## src/hw/rtl/spmf_pkg.sv

```systemverilog
// spmf_pkg: shared sizes, codes and types for the strict priority multi fifo
// no dependencies; imported by spmf_ctrl, spmf_dp, strict_priority_multi_fifo and the tb files
package spmf_pkg;

   localparam int LEVELS  = 4;
   localparam int DEPTH   = 4;
   localparam int LEVEL_W = (LEVELS > 1) ? $clog2(LEVELS) : 1;
   localparam int PTR_W   = (DEPTH > 1) ? $clog2(DEPTH) : 1;
   localparam int COUNT_W = $clog2(DEPTH + 1);
   localparam int ADDR_W  = $clog2(LEVELS * DEPTH);

   localparam int PRIO_W   = 3;
   localparam int VALUE_W  = 32;
   localparam int STATUS_W = 3;

   typedef enum logic [STATUS_W-1:0] {
      STAT_INSERTED = 3'd0,
      STAT_FULL     = 3'd1,
      STAT_BADPRIO  = 3'd2,
      STAT_REMOVED  = 3'd3,
      STAT_EMPTY    = 3'd4
   } spmf_status_type;

   typedef enum logic {
      KIND_INSERT = 1'b0,
      KIND_REMOVE = 1'b1
   } spmf_kind_type;

   typedef enum logic [1:0] {
      ST_IDLE,
      ST_EXEC,
      ST_RESP
   } spmf_state_type;

   typedef struct packed {
      logic load;
      logic exec;
      logic respond;
   } spmf_cmd_type;

endpackage

```

## src/hw/rtl/spmf_ctrl.sv

```systemverilog
// spmf_ctrl: sequencer for one word at a time (accept, execute, respond)
// depends on spmf_pkg; drives the command struct of spmf_dp
module spmf_ctrl (
   input  logic                  clock,
   input  logic                  reset,
   input  logic                  start,
   output logic                  busy,
   output spmf_pkg::spmf_cmd_type cmd
);
   import spmf_pkg::*;

   spmf_state_type state_ff;
   spmf_state_type state_in;

   always_ff @(posedge clock) begin
      if (reset) begin
         state_ff <= ST_IDLE;
      end else begin
         state_ff <= state_in;
      end
   end

   always_comb begin
      state_in = state_ff;
      case (state_ff)
         ST_IDLE: begin
            if (start) begin
               state_in = ST_EXEC;
            end
         end
         ST_EXEC: begin
            state_in = ST_RESP;
         end
         ST_RESP: begin
            state_in = ST_IDLE;
         end
         default: begin
            state_in = ST_IDLE;
         end
      endcase
   end

   always_comb begin
      busy        = 1'b1;
      cmd.load    = 1'b0;
      cmd.exec    = 1'b0;
      cmd.respond = 1'b0;
      case (state_ff)
         ST_IDLE: begin
            busy     = 1'b0;
            cmd.load = start;
         end
         ST_EXEC: begin
            cmd.exec = 1'b1;
         end
         ST_RESP: begin
            cmd.respond = 1'b1;
         end
         default: begin
            busy = 1'b1;
         end
      endcase
   end

   a_accept_leads_exec: assert property (@(posedge clock) disable iff (reset)
      cmd.load |=> cmd.exec)
      else $error("accepted word not executed next cycle");

   a_exec_leads_resp: assert property (@(posedge clock) disable iff (reset)
      cmd.exec |=> cmd.respond)
      else $error("execute not followed by response");

   a_resp_frees: assert property (@(posedge clock) disable iff (reset)
      cmd.respond |=> !busy)
      else $error("still busy after response");

endmodule

```

## src/hw/rtl/spmf_dp.sv

```systemverilog
// spmf_dp: level rings, counts, entry memory and result registers
// depends on spmf_pkg; sequenced by spmf_ctrl
module spmf_dp (
   input  logic                          clock,
   input  logic                          reset,
   input  spmf_pkg::spmf_cmd_type        cmd,
   input  logic                          req_kind,
   input  logic [spmf_pkg::PRIO_W-1:0]   req_priority_req,
   input  logic signed [spmf_pkg::VALUE_W-1:0] req_value,
   output logic [spmf_pkg::STATUS_W-1:0] rsp_status,
   output logic signed [spmf_pkg::VALUE_W-1:0] rsp_out_value,
   output logic [spmf_pkg::PRIO_W-1:0]   rsp_served_level
);
   import spmf_pkg::*;

   logic                 kind_ff;
   logic [PRIO_W-1:0]    prio_ff;
   logic [VALUE_W-1:0]   value_ff;

   logic [PTR_W-1:0]     head_ff  [LEVELS];
   logic [PTR_W-1:0]     tail_ff  [LEVELS];
   logic [COUNT_W-1:0]   count_ff [LEVELS];
   logic [PTR_W-1:0]     head_in  [LEVELS];
   logic [PTR_W-1:0]     tail_in  [LEVELS];
   logic [COUNT_W-1:0]   count_in [LEVELS];

   logic [VALUE_W-1:0]   mem [LEVELS * DEPTH];
   logic [VALUE_W-1:0]   rd_data_ff;

   spmf_status_type      status_ff;
   spmf_status_type      status_in;
   logic [PRIO_W-1:0]    level_ff;
   logic [PRIO_W-1:0]    level_in;

   logic                 prio_ok;
   logic [LEVEL_W-1:0]   ins_row;
   logic                 ins_full;
   logic                 any_nonempty;
   logic [LEVEL_W-1:0]   rem_row;
   logic                 wr_en;
   logic                 rd_en;
   logic [ADDR_W-1:0]    addr;

   function automatic logic [PTR_W-1:0] ring_next(input logic [PTR_W-1:0] pos);
      ring_next = (32'(pos) >= DEPTH - 1) ? '0 : PTR_W'(32'(pos) + 1);
   endfunction

   always_ff @(posedge clock) begin
      if (cmd.load) begin
         kind_ff  <= req_kind;
         prio_ff  <= req_priority_req;
         value_ff <= req_value;
      end
   end

   assign prio_ok  = (prio_ff != '0) && (32'(prio_ff) <= LEVELS);
   assign ins_row  = LEVEL_W'(32'(prio_ff) - 1);
   assign ins_full = prio_ok && (32'(count_ff[ins_row]) >= DEPTH);

   always_comb begin
      any_nonempty = 1'b0;
      rem_row      = '0;
      for (int i = LEVELS - 1; i >= 0; i--) begin
         if (count_ff[i] != '0) begin
            any_nonempty = 1'b1;
            rem_row      = LEVEL_W'(i);
         end
      end
   end

   always_comb begin
      head_in   = head_ff;
      tail_in   = tail_ff;
      count_in  = count_ff;
      status_in = status_ff;
      level_in  = level_ff;
      wr_en     = 1'b0;
      rd_en     = 1'b0;
      addr      = '0;
      if (cmd.exec) begin
         if (kind_ff == KIND_INSERT) begin
            if (!prio_ok) begin
               status_in = STAT_BADPRIO;
               level_in  = '0;
            end else if (ins_full) begin
               status_in = STAT_FULL;
               level_in  = '0;
            end else begin
               status_in         = STAT_INSERTED;
               level_in          = prio_ff;
               wr_en             = 1'b1;
               addr              = ADDR_W'(32'(ins_row) * DEPTH + 32'(tail_ff[ins_row]));
               tail_in[ins_row]  = ring_next(tail_ff[ins_row]);
               count_in[ins_row] = count_ff[ins_row] + COUNT_W'(1);
            end
         end else begin
            if (any_nonempty) begin
               status_in         = STAT_REMOVED;
               level_in          = PRIO_W'(32'(rem_row) + 1);
               rd_en             = 1'b1;
               addr              = ADDR_W'(32'(rem_row) * DEPTH + 32'(head_ff[rem_row]));
               head_in[rem_row]  = ring_next(head_ff[rem_row]);
               count_in[rem_row] = count_ff[rem_row] - COUNT_W'(1);
            end else begin
               status_in = STAT_EMPTY;
               level_in  = '0;
            end
         end
      end
   end

   always_ff @(posedge clock) begin
      if (reset) begin
         for (int i = 0; i < LEVELS; i++) begin
            head_ff[i]  <= '0;
            tail_ff[i]  <= '0;
            count_ff[i] <= '0;
         end
      end else begin
         head_ff  <= head_in;
         tail_ff  <= tail_in;
         count_ff <= count_in;
      end
   end

   always_ff @(posedge clock) begin
      status_ff <= status_in;
      level_ff  <= level_in;
   end

   always_ff @(posedge clock) begin
      if (wr_en) begin
         mem[addr] <= value_ff;
      end
      if (rd_en) begin
         rd_data_ff <= mem[addr];
      end
   end

   assign rsp_status       = status_ff;
   assign rsp_out_value    = (status_ff == STAT_REMOVED) ? rd_data_ff : '0;
   assign rsp_served_level = level_ff;

   for (genvar g = 0; g < LEVELS; g++) begin : g_count_chk
      a_count_bound: assert property (@(posedge clock) disable iff (reset)
         32'(count_ff[g]) <= DEPTH)
         else $error("level count above depth");
   end

   a_empty_report: assert property (@(posedge clock) disable iff (reset)
      (cmd.exec && kind_ff == KIND_REMOVE && !any_nonempty) |=> status_ff == STAT_EMPTY)
      else $error("remove on empty levels not reported as empty");

   a_remove_level: assert property (@(posedge clock) disable iff (reset)
      (cmd.exec && kind_ff == KIND_REMOVE && any_nonempty)
         |=> (status_ff == STAT_REMOVED) && (level_ff != '0 || LEVELS > 7))
      else $error("remove from non-empty levels lost");

endmodule

```

## src/hw/rtl/strict_priority_multi_fifo.sv

```systemverilog
// strict_priority_multi_fifo: top level, one ring fifo per priority level
// depends on spmf_pkg, spmf_ctrl and spmf_dp
// timing: the edge that accepts a word moves the sequencer to execute, then to respond,
// where the result strobe is high; no new word is taken until the accept/execute/respond
// sequence around the registered read of the entry memory ends; the receiver cannot stall
// reset clears counts and ring pointers at once; the entry memory is not cleared
module strict_priority_multi_fifo (
   input  logic                                clock,
   input  logic                                reset,
   input  logic                                start,
   output logic                                busy,
   input  logic                                req_kind,
   input  logic [spmf_pkg::PRIO_W-1:0]         req_priority_req,
   input  logic signed [spmf_pkg::VALUE_W-1:0] req_value,
   output logic                                rsp_strobe,
   output logic [spmf_pkg::STATUS_W-1:0]       rsp_status,
   output logic signed [spmf_pkg::VALUE_W-1:0] rsp_out_value,
   output logic [spmf_pkg::PRIO_W-1:0]         rsp_served_level
);
   import spmf_pkg::*;

   spmf_cmd_type cmd;

   spmf_ctrl u_ctrl (
      .clock (clock),
      .reset (reset),
      .start (start),
      .busy  (busy),
      .cmd   (cmd)
   );

   spmf_dp u_dp (
      .clock            (clock),
      .reset            (reset),
      .cmd              (cmd),
      .req_kind         (req_kind),
      .req_priority_req (req_priority_req),
      .req_value        (req_value),
      .rsp_status       (rsp_status),
      .rsp_out_value    (rsp_out_value),
      .rsp_served_level (rsp_served_level)
   );

   assign rsp_strobe = cmd.respond;

endmodule

```

## config.mk

```make
export PLATFORM = sky130hd
export DESIGN_NAME = strict_priority_multi_fifo
export DESIGN_NICKNAME = d
export VERILOG_FILES = /design/src/hw/rtl/spmf_pkg.sv /design/src/hw/rtl/spmf_ctrl.sv /design/src/hw/rtl/spmf_dp.sv /design/src/hw/rtl/strict_priority_multi_fifo.sv
export SDC_FILE = /design/constraint.sdc
export NUM_CORES = 1
export LEC_CHECK = 0
export BUFFER_PORTS_ARGS = -buffer_cell sky130_fd_sc_hd__buf_2
export CORE_MARGIN = 2
export CORE_UTILIZATION = 55
export DETAILED_ROUTE_END_ITERATION = 10
export PLACE_DENSITY = 0.72
export SETUP_SLACK_MARGIN = 0.02
export SYNTH_ARGS = -nofsm -noshare
export SYNTH_HDL_FRONTEND = slang
export SYNTH_HIERARCHICAL = 1
export SYNTH_SLANG_ARGS = --single-unit
```

## constraint.sdc

```tcl
create_clock -name clock -period 5.33 [get_ports clock]
set_input_delay 1.066 -clock clock [delete_from_list [all_inputs] [get_ports clock]]
set_output_delay 1.066 -clock clock [all_outputs]
set_load 0.005 [all_outputs]
```

==> out/summary.txt, run 1 <==
===============================================================================================
Clock latency at the later pin of the worst-skew pair ............................       610 ps
Die Ht ...........................................................................       213 um
Total negative setup slack .......................................................         0 ps
Min cycle time layout ............................................................      4500 ps
Number of cells on the worst hold path ...........................................            2
Startpoint of the worst hold path ................................................ u_dp/head_ff[0]
Via count of the first global-routing pass .......................................       13,300
Sort of element at the start of the critical path ................................    flip-flop
Hold-fix buffers at CTS ..........................................................            0
Number of failing setup endpoints in the final timing report .....................            0
Pwr dens .........................................................................  359 nW/um^2
Initial Util .....................................................................        55.8%
TritonCTS Buffers ................................................................           59
RePlAce Congestion ...............................................................        0.888
Max cap viols ....................................................................            0
Top FF cell, synth ...............................................................     edfxtp_1
Final antenna diode count ........................................................            0
Cell count after synthesis .......................................................        1,484
Count of standard-cell rows ......................................................           76
H-tree depth reported by CTS .....................................................            2
Area Growth Syn to Fin ...........................................................        13.7%
Routed via count divided by cell count ...........................................         6.11
Post-synth EDFFs .................................................................          586
Pins Over Slew Limit .............................................................            0
Area used by multi-input combinational logic .....................................   5560 sq um
Capture point of the worst reg-to-reg path ....................................... u_dp/mem[10][29]
Actual slew at the worst max-slew pin ............................................      1390 ps
Area of all sequential standard cells ............................................ 18,200 sq um
Crit path arrival time ...........................................................      4800 ps
DRC Markers ......................................................................            0
Distinct cells, synth ............................................................           56
Number of setup buffers added after CTS ..........................................            0
Clock tree from TritonCTS ........................................................        built
Min-delay worst type .............................................................   reg -> reg
HPWL after detailed placement ....................................................    30,000 um
Detailed-route via count .........................................................       13,500
Count of final hold-check violations .............................................            0
Std-Cell Core Area ............................................................... 43,100 sq um
Final Total Pwr ..................................................................      9820 uW
Post-synthesis net count .........................................................        1,533
Fillers ..........................................................................        3,033
Global-route wire length before repair ...........................................    81,000 um
Synthesis-stage register bit count ...............................................          616
WP data required .................................................................      5630 ps
Setup CP Type ....................................................................   reg -> reg
Post-route clock period utilization ..............................................        84.3%
Width of the die .................................................................       213 um
Most used cells in the layout excluding fill and tap cells ....................... 586 x edfxtp_1, 226 x nand2_1, 162 x mux2i_1
Number of I/O port buffers .......................................................           78
Die area ......................................................................... 45,400 sq um
Share of post-route cells with drive strength above 1 ............................        15.1%
Iter 0 DRT Violations ............................................................        1,579
Relative slew slack ..............................................................        7.06%
Clock input transition at the sequential cells of the worst setup and hold paths .        60 ps
Final ANT Viol Nets ..............................................................            0
Status ........................................................................... complete, no violations
Boundary pin count ...............................................................           79
Number of nets at the end of the flow ............................................        1,628
Worst-case vdd ir drop ...........................................................       264 uV
Worst r2r src .................................................................... u_dp/count_ff[11]
Detailed Route WL ................................................................    53,900 um
Ys Warns .........................................................................            6
Post-synth design cell area ...................................................... 24,000 sq um
Longest Clk Path Bufs ............................................................            3
Sum of overflow across all layers after global routing ...........................            0
Maximum number of pins on one net before global-route repair .....................          143
Clock skew .......................................................................      20.0 ps
Most common cell after layout, fill and taps aside ...............................     edfxtp_1
Number of instances resized during post-cts repair ...............................            0
GRT Util Overall .................................................................        24.3%
Sequential cell area fraction in the yosys report ................................        75.7%
Antenna violations before repair .................................................            0
R2R Setup Slk ....................................................................       830 ps
Average wire per standard cell ...................................................      24.4 um
Number of cells traversed by the worst register-to-register path .................            9
Endpoint of the worst hold path .................................................. u_dp/head_ff[0]
Static Leak ......................................................................   0.00993 uW
Fraction of registers with async set or reset after synthesis ....................           0%
First-pass iteration count of the detailed router ................................            5
Root buffer cell .................................................................    clkbuf_16
Share of the core filled with cells ..............................................        63.4%
Number of clock sinks ............................................................          616
Unrepaired setup endpoints after global routing ..................................           no
Biggest fanout along the worst timing path .......................................           37
Per-instance average area after synthesis ........................................   16.2 sq um
Category of the worst setup path capture point ...................................    flip-flop
Top achievable clock speed .......................................................      222 MHz
===============================================================================================
sequential cells by signal (all words and copies together) (netlist names):
signal and cells:
u_dp/value_ff 32, u_dp/rd_data_ff 32, u_dp/mem 512, u_dp/prio_ff 3, u_dp/kind_ff 1, u_dp/rsp_served_level 3, u_dp/tail_ff 8, u_dp/head_ff 8
u_dp/rsp_status 3, u_dp/count_ff 12, u_ctrl/state_ff 2
through the flow:
| step | setup slack [ps] | std cells | area, sq um | hold WS [ps] |
|---|---|---|---|---|
| floorplan | 735 | 1484 | 24000 | 467 |
| global placement | 1050 | 2103 | 25400 | 496 |
| detailed placement | 869 | 2103 | 25400 | 501 |
| CTS | 883 | 2210 | 27300 | 509 |
| global route | 476 | 2210 | 27300 | 526 |
| finish | 834 | 2210 | 27300 | 506 |
cell usage after synthesis (8+ instances only):
library cell,n,area (sq um)
edfxtp_1,586,17600
nand2_1,226,848
mux2i_1,162,1620
a32oi_1,98,858
nor2_1,50,188
clkbuf_1,45,169
and2_1,35,219
a22oi_1,33,248
and4_1,32,280
dfxtp_1,30,601
a21oi_1,21,105
nor3_1,17,85.1
buf_2,15,75.1
a311oi_1,11,96.3
inv_1,11,41.3
buf_6,10,113
ha_1,10,125
buf_4,8,60.1
layout make-up:
| class | count | area share, % |
|---|---|---|
| Clock buffer | 69 | 5.54 |
| Clock inverter | 38 | 1.52 |
| Inverter | 13 | 0.179 |
| Multi-Input combinational cell | 772 | 20.3 |
| Sequential cell | 616 | 66.6 |
| Tap cell | 585 | 2.68 |
| Timing Repair Buffer | 117 | 3.14 |
critical path, stage by stage (launching register included):
cell	delay [ps]
dfxtp_1	360
nor3_1	710
nand4_1	310
nand3_1	310
inv_2	220
buf_4	380
a21oi_1	430
nand3_1	400
nor2_4	710
buf_4	290
report_power, final:
part	switching, uW	internal [uW]	total [uW]	leakage, uW
combinational	138	71.9	210	0.00345
sequential	76.3	5350	5430	0.00553
clock	1720	2460	4180	0.000943
total	1940	7880	9820	0.00993
worst max-delay path by stage:
stage	from	depth (start not counted)	endpoint	slack, ps
floorplan	u_dp/prio_ff[0]	11	u_dp/mem[11][0]	740
global placement	u_dp/prio_ff[0]	9	u_dp/mem[4][18]	1050
detailed placement	u_dp/count_ff[11]	9	u_dp/mem[10][24]	870
CTS	u_dp/count_ff[11]	9	u_dp/mem[10][29]	880
global route	u_dp/count_ff[9]	9	u_dp/mem[10][29]	480
finish	u_dp/count_ff[11]	9	u_dp/mem[10][29]	830
layer usage:
metal	vias to the layer above	GRT usage, %	wire (um)
met1	6775	33.8	22300
met4	0	7.62	1470
li1	6033	-	-
met5	-	0	0
met3	104	4.56	4160
met2	582	39.3	25900
cells by family (layout without fill, tap and decap cells):
| group | count (synthesis) | count (layout) | share of synthesized area, % |
|---|---|---|---|
| adder cells (fa/ha/maj) | 10 | 10 | 0.521 |
| buffers and inverters | 96 | 237 | 2.03 |
| AO/OA/AOI/OAI | 208 | 208 | 6.97 |
| AND/OR/NAND/NOR | 383 | 383 | 7.41 |
| multiplexers | 167 | 167 | 7.22 |
| XOR/XNOR | 4 | 4 | 0.146 |
| flip-flops | 616 | 616 | 75.7 |
(Power assumes the default switching activity.)
==> run 2, diff against run 1 <==
==> constraint.sdc (replaced) <==
create_clock -name clock -period 4.6 [get_ports clock]
set_input_delay 0.92 -clock clock [delete_from_list [all_inputs] [get_ports clock]]
set_output_delay 0.92 -clock clock [all_outputs]
set_load 0.005 [all_outputs]
==> out/summary.txt, run 2 (synthesized netlist as in run 1, its figures left out) <==
===============================================================================================
Maximum number of pins on one net before global-route repair .....................          133
Post-route clock period utilization ..............................................        84.7%
Via count of the first global-routing pass .......................................       13,300
Std-Cell Core Area ............................................................... 43,100 sq um
Largest registers ranked by flip-flop count ...................................... u_dp/mem x512, u_dp/rd_data_ff x32, u_dp/value_ff x32
Clock input transition at the sequential cells of the worst setup and hold paths .        60 ps
Total placed instance area ....................................................... 25,500 sq um
Number of failing setup endpoints in the final timing report .....................            0
Routed via count divided by cell count ...........................................         6.07
Capture point of the worst reg-to-reg path ....................................... u_dp/rd_data_ff[25]
Number of instances resized during post-cts repair ...............................            0
Pwr dens .........................................................................  420 nW/um^2
Critical path, cell by cell ...................................................... nor3_1, nand4_1, nand3_1, inv_2, buf_4, a31o_2, nor2_4, buf_4, a22oi_1, and4_1
Area used by multi-input combinational logic .....................................   5560 sq um
Hold-fix buffers at CTS ..........................................................            0
Max cap viols ....................................................................            0
Min cycle time layout ............................................................      3890 ps
Largest register FFs .............................................................          512
Initial Util .....................................................................        55.8%
Capture point of the critical path ............................................... u_dp/rd_data_ff[25]
TritonCTS Buffers ................................................................           59
Final Total Pwr ..................................................................    11,500 uW
Most used cells in the layout excluding fill and tap cells ....................... 586 x edfxtp_1, 226 x nand2_1, 162 x mux2i_1
GRT Util Overall .................................................................        24.7%
Area of all sequential standard cells ............................................ 18,200 sq um
Min-delay worst type .............................................................    in -> reg
Number of I/O port buffers .......................................................           78
HPWL after detailed placement ....................................................    30,200 um
DRC Markers ......................................................................            0
Crit path max-delay cell type ....................................................       nor3_1
First-pass iteration count of the detailed router ................................            7
Root buffer cell .................................................................    clkbuf_16
Clock tree from TritonCTS ........................................................        built
Crit path arrival time ...........................................................      4260 ps
WP data required .................................................................      4970 ps
Switching Fraction ...............................................................        19.9%
Sum of overflow across all layers after global routing ...........................            0
RePlAce Congestion ...............................................................        0.904
Global-route wire length before repair ...........................................    81,500 um
Worst r2r src .................................................................... u_dp/count_ff[8]
Pins Over Slew Limit .............................................................            0
Final ANT Viol Nets ..............................................................            0
H-tree depth reported by CTS .....................................................            2
Iter 0 DRT Violations ............................................................        1,543
Number of nets at the end of the flow ............................................        1,649
Most common cell after layout, fill and taps aside ...............................     edfxtp_1
Longest Clk Path Bufs ............................................................            3
Fraction of power consumed by the clock network ..................................        43.3%
Die Ht ...........................................................................       213 um
Setup CP Type ....................................................................   reg -> reg
Share of the core filled with cells ..............................................        63.8%
Most flops, register .............................................................     u_dp/mem
Relative slew slack ..............................................................        31.2%
Status ........................................................................... complete, no violations
Sort of element at the start of the critical path ................................    flip-flop
Count of standard-cell rows ......................................................           76
Delay of the slowest cell on the worst path ......................................       610 ps
Share of power burned in combinational logic .....................................         2.3%
Origin of the worst setup path ................................................... u_dp/count_ff[8]
Total negative setup slack .......................................................         0 ps
Static Leak ......................................................................    0.0101 uW
Post-route cell area ............................................................. 27,500 sq um
Biggest fanout along the worst timing path .......................................           19
Cell-internal power ..............................................................      9250 uW
Number of clock sinks ............................................................          616
Category of the worst setup path capture point ...................................    flip-flop
Clock skew .......................................................................      14.0 ps
Unrepaired setup endpoints after global routing ..................................           no
Clock latency at the later pin of the worst-skew pair ............................       620 ps
Detailed-route via count .........................................................       13,600
Count of final hold-check violations .............................................            0
Actual slew at the worst max-slew pin ............................................      1030 ps
Fillers ..........................................................................        2,967
Power share of the sequential group ..............................................        54.4%
Number of cells traversed by the worst register-to-register path .................           10
Die area ......................................................................... 45,400 sq um
Share of post-route cells with drive strength above 1 ............................        16.0%
Top achievable clock speed .......................................................      257 MHz
Switching power ..................................................................      2290 uW
R2R Setup Slk ....................................................................       710 ps
Width of the die .................................................................       213 um
Number of setup buffers added after CTS ..........................................            0
Area Growth Syn to Fin ...........................................................        14.4%
Most numerous cell on the critical path ..........................................        buf_4
Worst-case vdd ir drop ...........................................................       326 uV
Detailed Route WL ................................................................    55,000 um
Antenna violations before repair .................................................            0
Average wire per standard cell ...................................................      24.6 um
Boundary pin count ...............................................................           79
===============================================================================================
run 2: cell types whose count changed in the layout (fill, tap and decap cells not counted), sizes merged:
cell	previous run	this run
diode	0	1
clkbuf	69	78
clkinv	25	22
buf	117	138
clkinvlp	3	2
run 2: layout make-up:
| cell class | count | area share, % |
|---|---|---|
| clock buffer | 78 | 5.86 |
| tap | 585 | 2.66 |
| clock inverter | 34 | 1.45 |
| inverter | 13 | 0.177 |
| timing repair buffer | 138 | 3.47 |
| multi-input combinational | 772 | 20.2 |
| antenna | 1 | 0.00910 |
| sequential | 616 | 66.2 |
run 2: how the worst min path moves through the flow:
stage                             startpoint                 end  slack (ps)  cells after the start
final                          req_value[12]   u_dp/value_ff[12]         470                      1
after global routing           req_value[21]   u_dp/value_ff[21]         450                      1
after CTS                      req_value[21]   u_dp/value_ff[21]         440                      1
after detailed placement     u_dp/head_ff[0]     u_dp/head_ff[0]         500                      2
after global placement       u_dp/tail_ff[0]     u_dp/tail_ff[0]         500                      2
after floorplan           u_ctrl/state_ff[0]  u_ctrl/state_ff[0]         470                      1
run 2: critical path: cells and delay by family (launching register included):
kind	cells	cell delay, ps
and+or+nand+nor	5	1990
buffers and inverters	3	860
AOI/OAI and AO/OA	2	420
DFF	1	350
run 2: power groups by stage:
stage               Combinational, uW  Sequential (uW)  Clock (uW)
floorplan                         148             6370           0
finish                            263             6280        5000
detailed placement                261             6400           0
global placement                  259             6390           0
global route                      286             6290        5270
CTS                               262             6280        5070
run 2: metrics by stage:
| stage | std cells | hold slack [ps] | setup WS (ps) |
|---|---|---|---|
| final | 2237 | 471 | 705 |
| after global routing | 2236 | 448 | 462 |
| after CTS | 2236 | 440 | 755 |
| after detailed placement | 2124 | 503 | 776 |
| after global placement | 2124 | 503 | 870 |
| after floorplan | 1484 | 467 | 5.31 |
run 2: per-layer routing:
| layer | up-vias | share of wire, % | global-route usage (%) |
|---|---|---|---|
| met3 | 117 | 7.5 | 3.91 |
| li1 | 6054 | - | - |
| met1 | 6828 | 41 | 34.4 |
| met4 | 0 | 3.3 | 9.48 |
| met2 | 577 | 48 | 39.5 |
| met5 | - | 0 | 0 |
==> run 3, diff against run 2 <==
==> constraint.sdc (replaced) <==
create_clock -name clock -period 3.6 [get_ports clock]
set_input_delay 0.72 -clock clock [delete_from_list [all_inputs] [get_ports clock]]
set_output_delay 0.72 -clock clock [all_outputs]
set_load 0.005 [all_outputs]
==> out/summary.txt, run 3 (synthesized netlist as in run 1, its figures left out) <==
===============================================================================================
Largest register FFs .............................................................          512
WP data required .................................................................      3970 ps
Boundary pin count ...............................................................           79
Static Leak ......................................................................    0.0102 uW
Category of the worst setup path capture point ...................................    flip-flop
Crit path arrival time ...........................................................      3870 ps
Most common cell after layout, fill and taps aside ...............................     edfxtp_1
Global-route wire length before repair ...........................................    82,500 um
H-tree depth reported by CTS .....................................................            2
Antenna violations before repair .................................................            1
Area used by multi-input combinational logic .....................................   5600 sq um
Count of standard-cell rows ......................................................           76
Unrepaired setup endpoints after global routing ..................................           no
Area of all sequential standard cells ............................................ 18,200 sq um
HPWL after detailed placement ....................................................    31,700 um
Clock latency at the later pin of the worst-skew pair ............................       620 ps
Longest Clk Path Bufs ............................................................            3
Number of clock sinks ............................................................          616
Detailed Route WL ................................................................    56,500 um
Routed via count divided by cell count ...........................................         6.08
Max cap viols ....................................................................            0
Average wire per standard cell ...................................................      24.8 um
Share of post-route cells with drive strength above 1 ............................        18.3%
Initial Util .....................................................................        55.8%
Most used cells in the layout excluding fill and tap cells ....................... 586 x edfxtp_1, 225 x nand2_1, 162 x mux2i_1
Hold-fix buffers at CTS ..........................................................            0
Sum of overflow across all layers after global routing ...........................            0
Clock input transition at the sequential cells of the worst setup and hold paths .        60 ps
Number of placed cells counting well taps ........................................        2,160
Worst-case vdd ir drop ...........................................................       442 uV
Clock tree from TritonCTS ........................................................        built
Post-layout worst setup margin ...................................................      96.1 ps
Min-delay worst type .............................................................    in -> reg
Number of cells traversed by the worst register-to-register path .................           11
Post-route clock period utilization ..............................................        97.3%
Setup slack at placement .........................................................      23.0 ps
Number of cells on the worst hold path ...........................................            1
Clock skew .......................................................................      15.1 ps
GRT Util Overall .................................................................        24.9%
Count of final hold-check violations .............................................            0
Root buffer cell .................................................................    clkbuf_16
Via count of the first global-routing pass .......................................       13,500
Status ........................................................................... complete, no violations
Maximum number of pins on one net before global-route repair .....................           59
Most flops, register .............................................................     u_dp/mem
Number of nets at the end of the flow ............................................        1,691
Fillers ..........................................................................        2,952
Width of the die .................................................................       213 um
Biggest fanout along the worst timing path .......................................           23
First-pass iteration count of the detailed router ................................            7
Setup CP Type ....................................................................   reg -> reg
Min cycle time layout ............................................................      3500 ps
Tightest hold margin .............................................................       274 ps
Post-route non-filler standard cell count ........................................        2,276
Area Growth Syn to Fin ...........................................................        15.8%
Std-Cell Core Area ............................................................... 43,100 sq um
Iter 0 DRT Violations ............................................................        1,546
RePlAce Congestion ...............................................................        0.882
Detailed-route via count .........................................................       13,800
Final ANT Viol Nets ..............................................................            0
Number of I/O port buffers .......................................................           78
Pwr dens .........................................................................  517 nW/um^2
Final antenna diode count ........................................................            0
Largest registers ranked by flip-flop count ...................................... u_dp/mem x512, u_dp/rd_data_ff x32, u_dp/value_ff x32
Relative slew slack ..............................................................        24.8%
Number of failing setup endpoints in the final timing report .....................            0
Die Ht ...........................................................................       213 um
DRC Markers ......................................................................            0
Sort of element at the start of the critical path ................................    flip-flop
Pins Over Slew Limit .............................................................            0
Top achievable clock speed .......................................................      285 MHz
Die area ......................................................................... 45,400 sq um
Actual slew at the worst max-slew pin ............................................      1130 ps
TritonCTS Buffers ................................................................           58
===============================================================================================
-- run 3: area by class of cell --
type	instances	share of cell area, %
sequential	616	65.4
clock inverter	39	1.30
timing repair buffer	178	4.97
tap	585	2.63
clock buffer	70	5.38
multi-input combinational	775	20.1
inverter	13	0.175
-- run 3: report_power, final --
part           internal, uW  switching, uW
Sequential             7920            108
Combinational           132            219
Clock                  3390           2600
Total                 11400           2930
-- run 3: per-layer routing --
| metal | vias up | routed length [um] | GRT usage [%] |
|---|---|---|---|
| met2 | 673 | 27000 | 39.5 |
| met5 | - | 0 | 0 |
| met1 | 6928 | 23200 | 35.0 |
| li1 | 6155 | - | - |
| met4 | 0 | 1360 | 8.05 |
| met3 | 91 | 4910 | 5.27 |
-- run 3: final timing paths --
path / start / endpoint / slack (ps)
max: u_dp/prio_ff[0] / u_dp/rd_data_ff[26] / 100
min: req_value[22] / u_dp/value_ff[22] / 270
max reg2reg: u_dp/prio_ff[0] / u_dp/rd_data_ff[26] / 100
min reg2reg: u_dp/head_ff[1] / u_dp/head_ff[1] / 520
-- run 3: per-stage QoR --
stage	util (%)	power, uW	area [sq um]	setup TNS [ps]
final	64.6	14400	27800	0
after global routing	64.6	14800	27800	0
after CTS	64.4	14400	27800	0
after detailed placement	60.1	8530	25900	0
after global placement	60.1	8510	25900	0
after floorplan	-	8330	24200	-24280
-- run 3: what timing repair did --
| action | 4_1_cts | 5_1_grt |
|---|---|---|
| gates cloned | 0 | 3 |
| gates resized for setup | 0 | 3 |
| buffers inserted | 0 | 4 |
| endpoints found under the setup margin | 1 | 52 |
| hold endpoints to repair | 0 | 0 |
| pin swaps | 0 | 2 |
-- run 3: worst max-delay path, cell delays in order, from the launching register on --
cell and delay [ps]:
edfxtp_1 400, inv_1 100, ha_1 250, mux4_2 340
nor4_4 230, buf_4 290, nand2_1 120, a21o_1 330
nor2_4 570, buf_4 310, a22oi_1 100, and4_1 210
